--- config.mk ---
export PLATFORM = sky130hd
export DESIGN_NAME = utf8_byte_sanitizer
export DESIGN_NICKNAME = d
export VERILOG_FILES = /design/src/usf_pkg.sv /design/src/usf_front.sv /design/src/usf_queue.sv /design/src/usf_back.sv /design/src/utf8_byte_sanitizer.sv
export SDC_FILE = /design/constraint.sdc
export NUM_CORES = 1
export LEC_CHECK = 0
export BUFFER_PORTS_ARGS = -buffer_cell sky130_fd_sc_hd__buf_2
export CAP_MARGIN = 20
export CORE_ASPECT_RATIO = 0.9
export CORE_MARGIN = 1
export CORE_UTILIZATION = 45
export DETAILED_ROUTE_END_ITERATION = 16
export GPL_TIMING_DRIVEN = 0
export PLACE_DENSITY = 0.72
export RECOVER_POWER = 100
export SKIP_LAST_GASP = 1
export SLEW_MARGIN = 25
export SYNTH_ARGS = -nofsm -noshare
export SYNTH_HDL_FRONTEND = slang
export SYNTH_SLANG_ARGS = --single-unit
--- constraint.sdc ---
create_clock -name clock -period 7.5 [get_ports clock]
set_input_delay 0.375 -clock clock [delete_from_list [all_inputs] [get_ports clock]]
set_output_delay 0.375 -clock clock [all_outputs]
set_load 0.01 [all_outputs]
--- src/usf_pkg.sv ---
`timescale 1ns / 1ps
// ----------------------------------------------------------------------------
// usf_pkg
// Shared types, constants and helpers of the utf-8 byte sanitizer.
// ----------------------------------------------------------------------------
package usf_pkg;

   // width of the saturating replaced-byte counter
   localparam int COUNT_WIDTH = 16;
   localparam int TOTAL_WIDTH = 16;

   // entries of the queue between front and back
   localparam int QDEPTH  = 4;
   localparam int QPTR_W  = $clog2(QDEPTH);
   localparam int QCNT_W  = $clog2(QDEPTH + 1);

   // byte classes
   localparam logic [7:0] ASCII_LIMIT = 8'h80;
   localparam logic [7:0] CONT_MASK   = 8'hC0;
   localparam logic [7:0] CONT_TAG    = 8'h80;
   localparam logic [7:0] LEAD2_LO    = 8'hC2;
   localparam logic [7:0] LEAD2_HI    = 8'hDF;
   localparam logic [7:0] LEAD3_LO    = 8'hE0;
   localparam logic [7:0] LEAD3_HI    = 8'hEF;
   localparam logic [7:0] LEAD4_LO    = 8'hF0;
   localparam logic [7:0] LEAD4_HI    = 8'hF4;
   localparam logic [7:0] QMARK       = 8'h3F;

   localparam logic [COUNT_WIDTH-1:0] CNT_MAX = {COUNT_WIDTH{1'b1}};

   // one run of up to four result bytes caused by one input item
   typedef struct packed {
      logic [3:0][7:0] bytes;
      logic [3:0]      bad;
      logic [1:0]      last;
      logic            fin;
   } desc_type;

   // push side of the queue
   typedef struct packed {
      logic     valid;
      desc_type desc;
   } push_type;

   // character length opened by a lead byte, zero when not a lead byte
   function automatic logic [2:0] lead_length(input logic [7:0] b);
      logic [2:0] len;
      len = 3'd0;
      if (b >= LEAD2_LO && b <= LEAD2_HI) len = 3'd2;
      else if (b >= LEAD3_LO && b <= LEAD3_HI) len = 3'd3;
      else if (b >= LEAD4_LO && b <= LEAD4_HI) len = 3'd4;
      return len;
   endfunction

   // counter value as shown in the result field, clamped at its width
   function automatic logic [TOTAL_WIDTH-1:0] to_total(input logic [COUNT_WIDTH-1:0] c);
      logic [31:0] w;
      w = 32'(c);
      if (w > 32'(16'hFFFF)) return 16'hFFFF;
      return w[TOTAL_WIDTH-1:0];
   endfunction

endpackage

--- src/usf_front.sv ---
`timescale 1ns / 1ps
// ----------------------------------------------------------------------------
// usf_front
// Accepts input bytes, tracks the open character and builds one run
// descriptor per input item that causes results.
// ----------------------------------------------------------------------------
module usf_front import usf_pkg::*; (
   input  logic       clock,
   input  logic       reset,
   input  logic       req_valid,
   output logic       req_ready,
   input  logic [7:0] req_data_byte,
   input  logic       req_final_byte,
   input  logic       q_full,
   output push_type   push
);

   logic [7:0] held_bytes_ff [3];
   logic [7:0] held_bytes_in [3];
   logic [1:0] held_count_ff, held_count_in;
   logic [2:0] char_length_ff, char_length_in;
   logic       accept;
   logic [2:0] n_res;
   logic       done;
   logic [2:0] lead_len;
   desc_type   d;

   assign req_ready = !q_full;
   assign accept    = req_valid && req_ready;
   assign lead_len  = lead_length(req_data_byte);

   // classify the byte and collect the results it causes
   always_comb begin
      d              = '0;
      n_res          = 3'd0;
      done           = 1'b0;
      held_bytes_in  = held_bytes_ff;
      held_count_in  = held_count_ff;
      char_length_in = char_length_ff;

      if (held_count_ff != 2'd0) begin
         if ((req_data_byte & CONT_MASK) == CONT_TAG) begin
            done = 1'b1;
            if (({1'b0, held_count_ff} + 3'd1) >= char_length_ff) begin
               // character complete: held bytes then this one
               for (int k = 0; k < 3; k++) begin
                  if (k < 32'(held_count_ff) && n_res < 3'd4) begin
                     d.bytes[n_res[1:0]] = held_bytes_ff[k];
                     d.bad[n_res[1:0]]   = 1'b0;
                     n_res = n_res + 3'd1;
                  end
               end
               if (n_res < 3'd4) begin
                  d.bytes[n_res[1:0]] = req_data_byte;
                  d.bad[n_res[1:0]]   = 1'b0;
                  n_res = n_res + 3'd1;
               end
               held_count_in  = 2'd0;
               char_length_in = 3'd0;
            end else if (held_count_ff < 2'd3) begin
               held_bytes_in[held_count_ff] = req_data_byte;
               held_count_in = held_count_ff + 2'd1;
            end
         end else begin
            // broken character: every held byte is replaced
            for (int k = 0; k < 3; k++) begin
               if (k < 32'(held_count_ff) && n_res < 3'd4) begin
                  d.bytes[n_res[1:0]] = QMARK;
                  d.bad[n_res[1:0]]   = 1'b1;
                  n_res = n_res + 3'd1;
               end
            end
            held_count_in  = 2'd0;
            char_length_in = 3'd0;
         end
      end

      // parse the byte afresh
      if (!done) begin
         if (req_data_byte < ASCII_LIMIT) begin
            if (n_res < 3'd4) begin
               d.bytes[n_res[1:0]] = req_data_byte;
               d.bad[n_res[1:0]]   = 1'b0;
               n_res = n_res + 3'd1;
            end
         end else if (lead_len != 3'd0) begin
            held_bytes_in[0] = req_data_byte;
            held_count_in    = 2'd1;
            char_length_in   = lead_len;
         end else if (n_res < 3'd4) begin
            d.bytes[n_res[1:0]] = QMARK;
            d.bad[n_res[1:0]]   = 1'b1;
            n_res = n_res + 3'd1;
         end
      end

      // text ends with a character still open
      if (req_final_byte && held_count_in != 2'd0) begin
         for (int k = 0; k < 3; k++) begin
            if (k < 32'(held_count_in) && n_res < 3'd4) begin
               d.bytes[n_res[1:0]] = QMARK;
               d.bad[n_res[1:0]]   = 1'b1;
               n_res = n_res + 3'd1;
            end
         end
         held_count_in  = 2'd0;
         char_length_in = 3'd0;
      end

      d.last = 2'(n_res - 3'd1);
      d.fin  = req_final_byte;
   end

   assign push.valid = accept && (n_res != 3'd0);
   assign push.desc  = d;

   // character state
   always_ff @(posedge clock) begin
      if (reset) begin
         held_count_ff  <= 2'd0;
         char_length_ff <= 3'd0;
      end else if (accept) begin
         held_count_ff  <= held_count_in;
         char_length_ff <= char_length_in;
      end
   end

   // held bytes, payload only
   always_ff @(posedge clock) begin
      if (accept) begin
         held_bytes_ff <= held_bytes_in;
      end
   end

endmodule

--- src/usf_queue.sv ---
`timescale 1ns / 1ps
// ----------------------------------------------------------------------------
// usf_queue
// Short queue of run descriptors between front and back.
// ----------------------------------------------------------------------------
module usf_queue import usf_pkg::*; (
   input  logic     clock,
   input  logic     reset,
   input  push_type push,
   input  logic     pop,
   output logic     full,
   output logic     head_valid,
   output desc_type head
);

   desc_type          entries_ff [QDEPTH];
   logic [QPTR_W-1:0] wr_ptr_ff, rd_ptr_ff;
   logic [QCNT_W-1:0] count_ff, count_in;
   logic              do_pop;

   assign full       = (count_ff == QCNT_W'(QDEPTH));
   assign head_valid = (count_ff != '0);
   assign head       = entries_ff[rd_ptr_ff];
   assign do_pop     = pop && head_valid;

   // fill level
   always_comb begin
      count_in = count_ff;
      if (push.valid && !do_pop) count_in = count_ff + QCNT_W'(1);
      else if (!push.valid && do_pop) count_in = count_ff - QCNT_W'(1);
   end

   // pointers and level
   always_ff @(posedge clock) begin
      if (reset) begin
         wr_ptr_ff <= '0;
         rd_ptr_ff <= '0;
         count_ff  <= '0;
      end else begin
         if (push.valid) wr_ptr_ff <= wr_ptr_ff + QPTR_W'(1);
         if (do_pop) rd_ptr_ff <= rd_ptr_ff + QPTR_W'(1);
         count_ff <= count_in;
      end
   end

   // entry storage
   always_ff @(posedge clock) begin
      if (push.valid) begin
         entries_ff[wr_ptr_ff] <= push.desc;
      end
   end

`ifndef SYNTH
   a_no_push_full: assert property (@(posedge clock) disable iff (reset)
      push.valid |-> !full)
      else $error("descriptor pushed into a full queue");

   a_level_grows: assert property (@(posedge clock) disable iff (reset)
      (push.valid && !do_pop) |=> count_ff == $past(count_ff) + QCNT_W'(1))
      else $error("queue level did not grow on push");

   a_level_bound: assert property (@(posedge clock) disable iff (reset)
      count_ff <= QCNT_W'(QDEPTH))
      else $error("queue level beyond depth");
`endif

endmodule

--- src/usf_back.sv ---
`timescale 1ns / 1ps
// ----------------------------------------------------------------------------
// usf_back
// Walks the head descriptor one byte per cycle into the result register
// while it is empty or taken, and keeps the saturating replaced-byte count.
// ----------------------------------------------------------------------------
module usf_back import usf_pkg::*; (
   input  logic                   clock,
   input  logic                   reset,
   input  logic                   head_valid,
   input  desc_type               head,
   output logic                   pop,
   output logic                   rsp_valid,
   input  logic                   rsp_ready,
   output logic [7:0]             rsp_out_byte,
   output logic                   rsp_was_replaced,
   output logic                   rsp_run_end,
   output logic                   rsp_text_end,
   output logic [TOTAL_WIDTH-1:0] rsp_bad_total
);

   logic                   rsp_valid_ff;
   logic [7:0]             out_byte_ff;
   logic                   replaced_ff;
   logic                   run_end_ff;
   logic                   text_end_ff;
   logic [TOTAL_WIDTH-1:0] total_ff;
   logic [1:0]             idx_ff;
   logic [COUNT_WIDTH-1:0] cnt_ff, cnt_in;
   logic                   load;
   logic                   cur_bad;
   logic                   cur_last;

   assign load     = head_valid && (!rsp_valid_ff || rsp_ready);
   assign cur_bad  = head.bad[idx_ff];
   assign cur_last = (idx_ff == head.last);
   assign pop      = load && cur_last;

   // count including the byte now loaded
   always_comb begin
      cnt_in = cnt_ff;
      if (cur_bad && cnt_ff != CNT_MAX) cnt_in = cnt_ff + COUNT_WIDTH'(1);
   end

   // control: valid, position in run, counter
   always_ff @(posedge clock) begin
      if (reset) begin
         rsp_valid_ff <= 1'b0;
         idx_ff       <= 2'd0;
         cnt_ff       <= '0;
      end else begin
         if (load) begin
            rsp_valid_ff <= 1'b1;
         end else if (rsp_ready) begin
            rsp_valid_ff <= 1'b0;
         end
         if (load) begin
            if (cur_last) begin
               idx_ff <= 2'd0;
               cnt_ff <= head.fin ? '0 : cnt_in;
            end else begin
               idx_ff <= idx_ff + 2'd1;
               cnt_ff <= cnt_in;
            end
         end
      end
   end

   // result payload
   always_ff @(posedge clock) begin
      if (load) begin
         out_byte_ff <= head.bytes[idx_ff];
         replaced_ff <= cur_bad;
         run_end_ff  <= cur_last;
         text_end_ff <= cur_last && head.fin;
         total_ff    <= to_total(cnt_in);
      end
   end

   assign rsp_valid        = rsp_valid_ff;
   assign rsp_out_byte     = out_byte_ff;
   assign rsp_was_replaced = replaced_ff;
   assign rsp_run_end      = run_end_ff;
   assign rsp_text_end     = text_end_ff;
   assign rsp_bad_total    = total_ff;

endmodule

--- src/utf8_byte_sanitizer.sv ---
`timescale 1ns / 1ps
// ----------------------------------------------------------------------------
// utf8_byte_sanitizer
// Byte-wise utf-8 validation: valid characters pass, broken ones and stray
// bytes become '?', with a saturating count of replaced bytes.
// ----------------------------------------------------------------------------
//
//  channel  direction  handshake        payload
//  req_     in         valid / ready    data_byte, final_byte
//  rsp_     out        valid / ready    out_byte, was_replaced, run_end,
//                                       text_end, bad_total
//
// One input item is taken per cycle while the descriptor queue (4 runs)
// has room; the front classifies it in the same cycle.
// Results leave one per cycle from the result register while rsp_ready
// is high, loaded from the run at the queue head; an input that ends a
// character or breaks one yields up to four results.
// Reset is synchronous and clears the character state, queue and counter.
// A stalled result side fills the queue and then drops req_ready.
// ----------------------------------------------------------------------------
module utf8_byte_sanitizer import usf_pkg::*; (
   input  logic                   clock,
   input  logic                   reset,
   input  logic                   req_valid,
   output logic                   req_ready,
   input  logic [7:0]             req_data_byte,
   input  logic                   req_final_byte,
   output logic                   rsp_valid,
   input  logic                   rsp_ready,
   output logic [7:0]             rsp_out_byte,
   output logic                   rsp_was_replaced,
   output logic                   rsp_run_end,
   output logic                   rsp_text_end,
   output logic [TOTAL_WIDTH-1:0] rsp_bad_total
);

   push_type push;
   logic     q_full;
   logic     q_pop;
   logic     q_head_valid;
   desc_type q_head;

   // front: accept and classify
   usf_front u_front (
      .clock          (clock),
      .reset          (reset),
      .req_valid      (req_valid),
      .req_ready      (req_ready),
      .req_data_byte  (req_data_byte),
      .req_final_byte (req_final_byte),
      .q_full         (q_full),
      .push           (push)
   );

   // run queue
   usf_queue u_queue (
      .clock      (clock),
      .reset      (reset),
      .push       (push),
      .pop        (q_pop),
      .full       (q_full),
      .head_valid (q_head_valid),
      .head       (q_head)
   );

   // back: emit results
   usf_back u_back (
      .clock            (clock),
      .reset            (reset),
      .head_valid       (q_head_valid),
      .head             (q_head),
      .pop              (q_pop),
      .rsp_valid        (rsp_valid),
      .rsp_ready        (rsp_ready),
      .rsp_out_byte     (rsp_out_byte),
      .rsp_was_replaced (rsp_was_replaced),
      .rsp_run_end      (rsp_run_end),
      .rsp_text_end     (rsp_text_end),
      .rsp_bad_total    (rsp_bad_total)
   );

endmodule
; ---- Word-level counts from Yosys, hierarchy flattened
; Memories as Yosys holds them, arrays and structs flattened. A register that Yosys moved wholly into a read port is not among the register bits.
; Cells that the tools add are included.
[op_classes]
add_sub_neg = 18
multipliers = 0
div = 0
n_lt_le_gt_ge = 45
eq_ne = 4
n_shift = 0
n_mux = 158
n_bitwise = 34
reduce_logical = 43
[op_table]
columns = operator, n
row1 = $mux 36, 27
row2 = $demux 8 s2, 10
row3 = $mux 8, 20
row4 = $mux 3, 43
row5 = $bwmux 32, 4
row6 = $or 24x24->24, 5
row7 = $mux 24, 4
row8 = $mux 16, 3
row9 = $not 8->8, 6
row10 = $and 8x8->8, 5
row11 = $add 3x1->3 const B, 10
row12 = $logic_and 1x1->1, 30
row13 = $lt 2x3->1 const B, 10
row14 = $lt 3x3->1 const B, 9
row15 = $bwmux 24, 1
row16 = $ge 8x8->1 const B, 3
row17 = $le 8x8->1 const B, 3
row18 = $or 6x24->24, 1
row19 = $mux 1, 23
row20 = $mux 2, 11
row21 = $or 4x4->4, 5
row22 = $demux 1 s2, 9
row23 = $ge 2x1->1 const B, 9
row24 = $add 16x1->16 const B, 1
row25 = other kinds (30), 50
[totals]
register_bits = 82
latchBits = 0
ramBits = 156
mem_bits_ro = 0
output_inout_bits = 29
mem_count = 1
[mem_list]
columns = name, depth, width, read_ports, rd_ports_with_merged_regs, write_ports, line_no
row1 = u_queue.entries_ff, 4, 39, 1, 1, 1, usf_queue.sv:16  ; desc_type entries_ff [QDEPTH];

; ---- Longest topological paths before layout
; Gate-level depths: netlist of the first run.
[depth]
depth_word = 45
mapped_depth = 30

; ---- Modules after synthesis
; Synthesis of the first run repeated with hierarchy kept, for this count alone.
[hier_totals]
cells_unflattened = 868
area_unflattened_um2 = 11629.9
[modules_own_cells]
columns = module, instances, cells_per_inst, area_each_um2, seq_area_each_um2
row1 = usf_queue, 1, 247, 6057.1, 4864.7
row2 = usf_front, 1, 406, 3231.8, 820.8
row3 = usf_back, 1, 215, 2341.0, 1191.1

; ---- Least setup slack after synthesis of the first run
; Ideal clock, no wire load.
[synth_path]
kind = reg-to-reg
from = register u_front.held_count_ff[1]
to = memory u_queue.entries_ff[0][0] in the netlist's numbering (enable)
setup_time_ns = 0.400
arrival_time_ns = 5.818
required_time_ns = 7.100
path_slack_ns = 1.282
path_stages_with_launch = 24
n_path_buf = 1
synth_period_minus_slack_ns = 6.218
cell_sequence = dfxtp_1 -> clkbuf_1 -> inv_1 -> ha_1 -> ha_1 -> nand2_1 -> o21ai_1 -> a31oi_1 -> nor3_2 -> ha_1 -> nor2_1 -> a211o_2 -> and2_1 -> o21ai_2 -> ha_1 -> mux2_2 -> ha_1 -> mux2i_1 -> a21oi_1 -> o22ai_1 -> ha_1 -> a31o_2 -> o31ai_4 -> and2_1
[synth_lines]
columns = item, line_no
row1 = from (decl), usf_front.sv:20  ; logic [1:0] held_count_ff, held_count_in;
row2 = from (signal assigned), usf_front.sv:123  ; held_count_ff <= held_count_in;
row3 = to (decl), usf_queue.sv:16

==> run_results.csv, run 1 <==
group,metric,value,unit
finish,seq_area,6880,sq um
sta,fin_skew,14.9,ps
cts,post-cts-setup-buffer-count,0,
sta,rsz0062_at_grt,"no",
cts,clk_pin_slew_worst_paths,60,ps
power,power.density,303,nW/um^2
synth,synth_nets,901,
critical_path,cp.arrival,7500,ps
detailed_routing,drtIter0Drc,811,
hold_path,hold_path_class,"in -> reg",
finish,drive_gt1_share,13.5,%
hold_path,hp-start,"req_data_byte[6]",
cts,ctsResizeCount,0,
finish,final_nets,973,
place,dp_cells,1244,
cts,clockRootBuffer,"clkbuf_16",
sta,worst_pin_slew,1590,ps
place,numPortBuffers,41,
hold_path,hold-path-cell-count,1,
cts,clk_latency,540,ps
critical_path,critPathRequiredTime,7960,ps
synth,ys_seq_area_share,60.0,%
synth,syn_area_per_cell,13.4,sq um
synth,synth_enable_flop_cells,207,
sta,min_period,7040,ps
power,ir_worst_vdd,0.000164,V
global_routing,grt-ovfl-total,0,
synth,synth_ff_type,"edfxtp_1",
detailed_routing,drc_errors,0,
global_routing,antenna_found_initial,0,
detailed_routing,dr.pass1.iters,5,
critical_path,r2r_slack,460,ps
die,pin_count,42,
synth,netlist_instances,858,
synth,synth_common_cells,"207 x edfxtp_1, 68 x nand2_1, 57 x nor2_1, 48 x mux4_2, 47 x a21oi_1",
detailed_routing,viasPerCell,5.85,
finish,multiInputGateArea,4230,sq um
power,p_leak,4.35,nW
detailed_routing,final_antenna_net_count,0,
synth,synth_top_area_share,54.2,%
detailed_routing,routed_wl,27300,um
die,die_w,170,um
finish,syn2layout_area_growth,12.1,%
critical_path,path_class,"reg -> reg",
critical_path,rr_worst_depth,29,
synth,synth_most_common_cell,"edfxtp_1",
die,dieHeight,153,um
critical_path,worst_r2r_endpoint,"u_queue.count_ff[2]",
critical_path,cp-start-kind,"flip-flop",
sta,drv_slew,10,
sta,max-slew-margin-rel,-6.42,%
cts,cts_tree,"yes",
synth,netlist_area,11500,sq um
sta,setup_ws,459,ps
cts,cts_num_sinks,240,
synth,yosys.area.top_type,"edfxtp_1",
synth,synth_cell_types,74,
global_routing,grt_pass1_vias,7288,
die,die_area,26100,sq um
synth,synthArstFlopShare,0,%
critical_path,slowest_stage,"fa_1",
die,start_util,45.7,%
critical_path,r2r-start,"u_front.held_count_ff[1]",
critical_path,setup.worst_path.end_class,"flip-flop",
place,gp_congestion,0.927,
run_status,status,"finished with violations",
cts,cts_buffers,26,
sta,fin_crit_sh,93.9,%
sta,fmax,142,MHz
synth,ys_warn_count,0,
place,pre_cts_ws,426,ps
finish,fill_cells,2164,
sta,setup_viol,0,
synth,synth_area_leaders,"edfxtp_1 54%, mux4_2 9.4%, dfxtp_1 5.8%",
detailed_routing,route.detailed.wl_per_inst,21.1,um
cts,cts_buffer_depth,3,
global_routing,grt_max_degree,40,
cts,postCtsHoldBufs,0,
run,maxCapViolations,1,
synth,ys_seq_elements,240,
sta,hold_violations,0,
critical_path,cp_common_cell,"ha_1",
detailed_routing,vias,7546,
critical_path,slowest_delay,440,ps
critical_path,critPathMaxFanout,9,
finish,final_cells,1291,
sta,whs,36.9,ps
die,coreArea,25000,sq um
finish,diodes,0,
cts,h-tree-depth,1,
global_routing,grt_pass1_wl,42100,um
place,dp_hpwl,18700,um
global_routing,grt_usage,21.2,%
run_status,violations,"capacitance limit, slew limit",
die,rows,55,
## where the power goes
group	switching, mW	internal, mW	total [mW]
sequential	0.0611	1.69	1.75
combinational	0.548	0.362	0.910
clock	0.522	0.708	1.23
total	1.13	2.76	3.89
## metal layers
metal  track usage [%]  up-vias  wire [um]
met5                 0        -          0
met4              5.23        0        591
met3              2.93       38       1770
met2              33.2      280      12600
met1              31.1     3765      12300
li1                  -     3463          -
## kinds of logic (layout without fill, tap and decap cells)
group           after synthesis  count (layout)  synth area share, %
flops                       240             240                 60.0
simple gates                232             232                 9.96
compound gates              184             184                 10.7
buf+inv                      79             170                 2.82
mux                          67              67                 11.2
fa+ha+maj                    30              30                 3.34
xor+xnor                     26              26                 1.99
## sequential cells by signal, summed over array words and instances (netlist names), 2 cells and up, named ones only
name                    count
u_queue.wr_ptr_ff           2
u_back.cnt_ff              16
u_front.held_bytes_ff       8
u_front.char_length_ff      3
u_back.rsp_out_byte         8
u_back.idx_ff               2
u_queue.entries_ff        156
u_queue.count_ff            3
u_queue.rd_ptr_ff           2
u_front.held_count_ff       2
u_back.rsp_bad_total       16
## layout by cell type, fill, tap and decap left out, types with 10 or more instances in the layout
| cell | count |
|---|---|
| clkbuf_1 | 77 |
| a31oi_1 | 11 |
| xnor2_1 | 18 |
| mux4_2 | 48 |
| nor3_1 | 16 |
| dfxtp_1 | 33 |
| edfxtp_1 | 207 |
| o21ai_0 | 36 |
| mux2i_1 | 10 |
| ha_1 | 29 |
| inv_1 | 27 |
| nand3_1 | 20 |
| a22oi_1 | 16 |
| buf_2 | 14 |
| nor2_1 | 58 |
| a21oi_1 | 46 |
| o22ai_1 | 11 |
| clkbuf_16 | 26 |
| or3_1 | 13 |
| nand2_1 | 68 |
## worst max path at each step
stage	start	end	slack, ps	depth (start not counted)
floorplan	u_front.held_count_ff[1]	u_queue.entries_ff[0][0]	1280	23
global placement	u_front.held_count_ff[1]	u_queue.entries_ff[1][36]	-210	23
detailed placement	u_front.held_count_ff[1]	u_queue.count_ff[2]	430	28
CTS	u_front.held_count_ff[1]	u_queue.count_ff[2]	360	28
global route	u_front.held_count_ff[1]	u_queue.count_ff[2]	40	28
finish	u_front.held_count_ff[1]	u_queue.count_ff[2]	460	29
## per-stage QoR
stage	instance area [sq um]	power [mW]	utilization [%]	TNS, ps
CTS	13000	3.99	51.9	0
floorplan	11500	2.44	-	0
finish	12800	3.89	51.3	0
detailed placement	12200	2.76	48.6	0
global placement	12100	2.71	48.3	-31180
global route	12800	4.07	51.3	0
## critical path: cells and delay by family, from the launching register on
family,cells,cell delay [ps]
flops,1,390
compound gates,8,1510
mux,2,370
simple gates,5,1440
xor+xnor,1,170
fa+ha+maj,7,1970
buf+inv,6,1090
## cell type report
| class | instances | share of cell area (%) |
|---|---|---|
| buffer | 47 | 1.50 |
| clock buffer | 31 | 5.21 |
| clock inverter | 16 | 1.13 |
| inverter | 32 | 0.935 |
| multi-input combinational | 539 | 33.0 |
| sequential | 240 | 53.5 |
| tap | 342 | 3.33 |
| timing repair buffer | 44 | 1.41 |
Note: power is estimated with default switching activity, not from simulation.
==> inputs of run 2 (changes only) <==
CORE_ASPECT_RATIO = 1.1   (was 0.9)
==> run 2 against run 1 <==
Effect of this change:
- the flow still finishes with violations (capacitance limit, slew limit)
- cell count is 3.1% lower
- sequential power about the same
- die area about the same
- critical path type unchanged
==> run_results.csv, run 2 (synthesized netlist as in run 1, its figures left out) <==
group,metric,value,unit
critical_path,slowest_stage,"nor3b_1",
cts,clockRootBuffer,"clkbuf_16",
finish,seq_area,6880,sq um
die,dieHeight,169,um
sta,fmax,141,MHz
run,maxCapViolations,1,
cts,cts_buffers,24,
finish,largest-register,"u_queue.entries_ff",
finish,final_util,51.4,%
die,die_w,154,um
finish,final_nets,971,
sta,min_period,7090,ps
cts,clk_latency,510,ps
cts,clk_pin_slew_worst_paths,70,ps
detailed_routing,viasPerCell,6.11,
critical_path,critPathRequiredTime,7930,ps
cts,cts_tree,"yes",
power,power.density,294,nW/um^2
power,ir_worst_vdd,0.000142,V
sta,worst_pin_slew,1790,ps
sta,setup_tns,0,ps
global_routing,antenna_found_initial,0,
run_status,status,"finished with violations",
critical_path,slowest_delay,1430,ps
die,pin_count,42,
run_status,violations,"capacitance limit, slew limit",
finish,largest_reg_flops,156,
finish,diodes,0,
detailed_routing,drtIter0Drc,733,
sta,fin_crit_sh,94.5,%
finish,final_common_cell,"edfxtp_1",
critical_path,critPathBufInv,4,
finish,syn2layout_area_growth,10.9,%
critical_path,cp-start-kind,"flip-flop",
power,p_leak,4.30,nW
cts,post-cts-setup-buffer-count,0,
sta,fin_skew,17.7,ps
sta,rsz0062_at_grt,"no",
finish,multiInputGateArea,4230,sq um
detailed_routing,vias,7641,
detailed_routing,dr.pass1.iters,6,
global_routing,grt_max_degree,40,
critical_path,path_cells,"clkbuf_2 > inv_1 > ha_1 > clkbuf_1 > nor3b_1 > nand2_1 > o21ai_1 > ha_1 > mux2_2 > ha_1 > mux2i_1 > a21oi_1 > o22ai_1 > ha_1 > a31o_2 > o31ai_4 > ha_1 > inv_1 > fa_1 > xor2_1 > or3_1 > a21oi_1",
detailed_routing,routed_wl,26900,um
critical_path,path_class,"reg -> reg",
detailed_routing,route.detailed.wl_per_inst,21.5,um
place,dp_hpwl,18700,um
hold_path,hold_path_class,"in -> reg",
finish,fill_cells,2071,
critical_path,cp.arrival,7520,ps
cts,cts_num_sinks,240,
die,rows,60,
die,coreArea,24700,sq um
sta,setup_viol,0,
sta,drv_slew,10,
cts,h-tree-depth,1,
critical_path,cp_common_cell,"ha_1",
finish,final_cell_mix,"207 x edfxtp_1, 80 x clkbuf_1, 68 x nand2_1",
global_routing,grt_pass1_vias,7251,
die,start_util,46.4,%
finish,drive_gt1_share,12.8,%
global_routing,grt-ovfl-total,0,
global_routing,grt_usage,20.8,%
cts,ctsResizeCount,0,
cts,postCtsHoldBufs,0,
sta,hold_violations,0,
die,die_area,26100,sq um
critical_path,crit_family,"simple AND/OR/NAND/NOR gates",
critical_path,critPathMaxFanout,9,
sta,max-slew-margin-rel,-19.6,%
detailed_routing,final_antenna_net_count,0,
critical_path,setup.worst_path.end_class,"flip-flop",
detailed_routing,drc_errors,0,
cts,cts_buffer_depth,3,
place,gp_congestion,0.951,
place,numPortBuffers,41,
global_routing,grt_pass1_wl,41400,um
[run 2: worst register-to-register path: stages, from the launching register on]
cell	delay, ps
dfxtp_1	380
clkbuf_2	250
inv_1	120
ha_1	190
clkbuf_1	210
nor3b_1	1430
nand2_1	600
o21ai_1	610
ha_1	350
mux2_2	290
ha_1	280
mux2i_1	70
a21oi_1	160
o22ai_1	110
ha_1	290
a31o_2	220
o31ai_4	90
ha_1	250
inv_1	70
fa_1	430
xor2_1	170
or3_1	310
a21oi_1	150
[run 2: power by group]
part | internal, mW | switching [mW]
combinational | 0.363 | 0.540
sequential | 1.69 | 0.0607
clock | 0.608 | 0.474
[run 2: metal layers]
layer / vias up / GRT usage [%] / wire [um]
li1: 3452 / - / -
met1: 3763 / 28.1 / 11300
met2: 366 / 34.0 / 12800
met3: 60 / 3.01 / 1910
met4: 0 / 8.70 / 895
met5: - / 0 / 0
[run 2: final cells by class]
type	count	area share, %
Multi-Input combinational cell	539	33.3
Inverter	32	0.945
Buffer	47	1.53
Clock inverter	6	0.276
Timing Repair Buffer	44	1.64
Clock buffer	33	5.16
Sequential cell	240	54.1
Tap cell	310	3.05
[run 2: stage by stage]
step / area (sq um) / total power [mW] / hold slack, ps / instances / setup WS [ps]
floorplan: 11500 / 2.44 / 449 / 858 / 1280
global placement: 12100 / 2.70 / 453 / 1209 / -382
detailed placement: 12100 / 2.74 / 476 / 1212 / 273
CTS: 12800 / 3.82 / 36.3 / 1251 / 209
global route: 12700 / 3.91 / 90.6 / 1251 / 122
finish: 12700 / 3.74 / 80.4 / 1251 / 411
[run 2: path summary, 6_finish.rpt]
check / endpoint / cells after the start / slack (ps) / from
max: u_queue.count_ff[2] / 22 / 410 / u_front.held_count_ff[1]
max reg2reg: u_queue.count_ff[2] / 22 / 410 / u_front.held_count_ff[1]
min: flip-flop / 1 / 80 / req_data_byte[6]
min reg2reg: u_front.char_length_ff[2] / 2 / 490 / u_front.char_length_ff[2]
==> inputs of run 3 (changes only) <==
PLACE_DENSITY = not set   (was 0.72)
==> run 3 against run 2 <==
Effect of this change:
- the run still ends with capacitance limit, slew limit left
- cell count up 0.32%
- die area did not move
- routed wire length up 0.19%
- critical path depth stayed put
- non-clock buffer count down 2
- highest routed layer unchanged
==> run_results.csv, run 3 (synthesized netlist as in run 1, its figures left out) <==
group,metric,value,unit
sta,fin_skew,17.8,ps
run_status,violations,"capacitance limit, slew limit",
global_routing,grt_usage,21.3,%
sta,setup_tns,0,ps
cts,cts_tree,"yes",
detailed_routing,final_antenna_net_count,0,
place,numPortBuffers,41,
die,pin_count,42,
sta,setup_viol,0,
detailed_routing,route.detailed.wl_per_inst,21.5,um
die,dieHeight,169,um
critical_path,r2r_slack,440,ps
detailed_routing,drc_errors,0,
finish,largest_reg_flops,156,
sta,worst_pin_slew,1670,ps
run_status,status,"finished with violations",
critical_path,critPathBufInv,4,
sta,min_period,7060,ps
critical_path,crit_cells,22,
sta,hold_violations,0,
finish,final_cell_mix,"207 x edfxtp_1, 74 x clkbuf_1, 68 x nand2_1",
place,dp_hpwl,18400,um
critical_path,critPathMaxFanout,9,
global_routing,grt_max_degree,40,
sta,drv_slew,10,
hold_path,hold_path_class,"in -> reg",
finish,final_common_cell,"edfxtp_1",
finish,syn2layout_area_growth,11.6,%
detailed_routing,routed_wl,27000,um
finish,fill_cells,2143,
die,coreArea,24700,sq um
die,rows,60,
critical_path,path_cells,"clkbuf_2 > inv_1 > ha_1 > clkbuf_1 > nor3b_1 > nand2_1 > o21ai_1 > ha_1 > mux2_2 > ha_1 > mux2i_1 > a21oi_1 > o22ai_1 > ha_1 > a31o_2 > o31ai_4 > ha_1 > inv_1 > fa_1 > xor2_1 > or3_1 > a21oi_1",
critical_path,crit_family,"simple AND/OR/NAND/NOR gates",
sta,rsz0062_at_grt,"no",
finish,final_util,51.8,%
critical_path,cp_common_cell,"ha_1",
global_routing,antenna_found_initial,0,
critical_path,path_class,"reg -> reg",
finish,final_nets,970,
cts,cts_buffers,25,
sta,fin_crit_sh,94.2,%
critical_path,setup.worst_path.end_class,"flip-flop",
power,ir_worst_vdd,0.000153,V
cts,cts_buffer_depth,3,
critical_path,cp-start-kind,"flip-flop",
detailed_routing,vias,7453,
power,power.density,302,nW/um^2
critical_path,slowest_stage,"nor3b_1",
sta,fmax,142,MHz
critical_path,crit_path_end,"u_queue.count_ff[2]",
global_routing,grt-ovfl-total,0,
cts,clockRootBuffer,"clkbuf_16",
power,p_leak,4.35,nW
die,start_util,46.4,%
finish,largest-register,"u_queue.entries_ff",
critical_path,rr_worst_depth,22,
place,gp_congestion,0.963,
die,die_area,26100,sq um
place,placed_area,12100,sq um
critical_path,worst_r2r_endpoint,"u_queue.count_ff[2]",
sta,max-slew-margin-rel,-11.7,%
cts,cts_num_sinks,240,
detailed_routing,dr.pass1.iters,5,
critical_path,r2r-start,"u_front.held_count_ff[1]",
finish,drive_gt1_share,14.2,%
cts,clk_latency,520,ps
cts,h-tree-depth,1,
critical_path,cp.arrival,7500,ps
global_routing,grt_pass1_wl,42100,um
critical_path,critPathRequiredTime,7940,ps
detailed_routing,viasPerCell,5.94,
run,maxCapViolations,1,
critical_path,slowest_delay,1340,ps
die,die_w,154,um
global_routing,grt_pass1_vias,7258,
finish,finish.instance_area,12800,sq um
finish,diodes,0,
cts,clk_pin_slew_worst_paths,60,ps
detailed_routing,drtIter0Drc,633,
critical_path,worstSetupStartpoint,"u_front.held_count_ff[1]",
[run 3: timing repair]
action / 4_1_cts / 5_1_grt
buffers inserted: 0 / 0
hold buffers: 0 / 0
setup endpoints to repair: 0 / 2
gates resized for setup: 0 / 4
[run 3: worst min path at each step]
stage	start	end	slack, ps	cells past startpoint
floorplan	u_front.char_length_ff[2]	u_front.char_length_ff[2]	450	2
global placement	u_back.rsp_valid	u_back.rsp_valid	460	2
detailed placement	u_back.rsp_valid	u_back.rsp_valid	470	2
CTS	req_data_byte[2]	flip-flop	50	1
global route	req_data_byte[6]	flip-flop	50	1
finish	req_data_byte[6]	flip-flop	70	1
[run 3: worst register-to-register path, stage by stage (launching register included)]
cell,delay [ps]
dfxtp_1,450
clkbuf_2,270
inv_1,110
ha_1,180
clkbuf_1,200
nor3b_1,1340
nand2_1,590
o21ai_1,620
ha_1,360
mux2_2,290
ha_1,280
mux2i_1,80
a21oi_1,150
o22ai_1,120
ha_1,250
a31o_2,220
o31ai_4,120
ha_1,270
inv_1,70
fa_1,430
xor2_1,180
or3_1,310
a21oi_1,130
[run 3: area by class of cell]
type | count | area, sq um | share of cell area [%]
well taps | 310 | 388 | 3.03
multi-input cells | 539 | 4240 | 33.1
flip-flops and latches | 240 | 6880 | 53.8
clock buffers | 32 | 692 | 5.41
inverters | 32 | 120 | 0.939
clock inverters | 13 | 119 | 0.929
plain buffers | 47 | 194 | 1.52
repair buffers | 42 | 163 | 1.27
[run 3: through the flow]
| step | cells | hold WS (ps) | setup WS (ps) | power [mW] |
|---|---|---|---|---|
| after CTS | 1255 | 46.4 | 158 | 3.97 |
| after detailed placement | 1210 | 467 | 194 | 2.76 |
| after global routing | 1255 | 50.3 | 10.2 | 4.06 |
| after floorplan | 858 | 449 | 1280 | 2.44 |
| after global placement | 1209 | 457 | -537 | 2.72 |
| final | 1255 | 65.3 | 436 | 3.87 |
[run 3: power breakdown]
group	internal, mW	switching, mW	leakage (nW)
clock	0.719	0.493	0.404
sequential	1.69	0.0564	2.20
combinational	0.363	0.546	1.75
[run 3: per-layer routing]
layer / vias up / GRT usage, % / wire length [um]
li1: 3452 / - / -
met1: 3701 / 30.0 / 12000
met2: 236 / 34.7 / 12800
met3: 64 / 2.22 / 1320
met4: 0 / 7.13 / 799
met5: - / 0 / 0
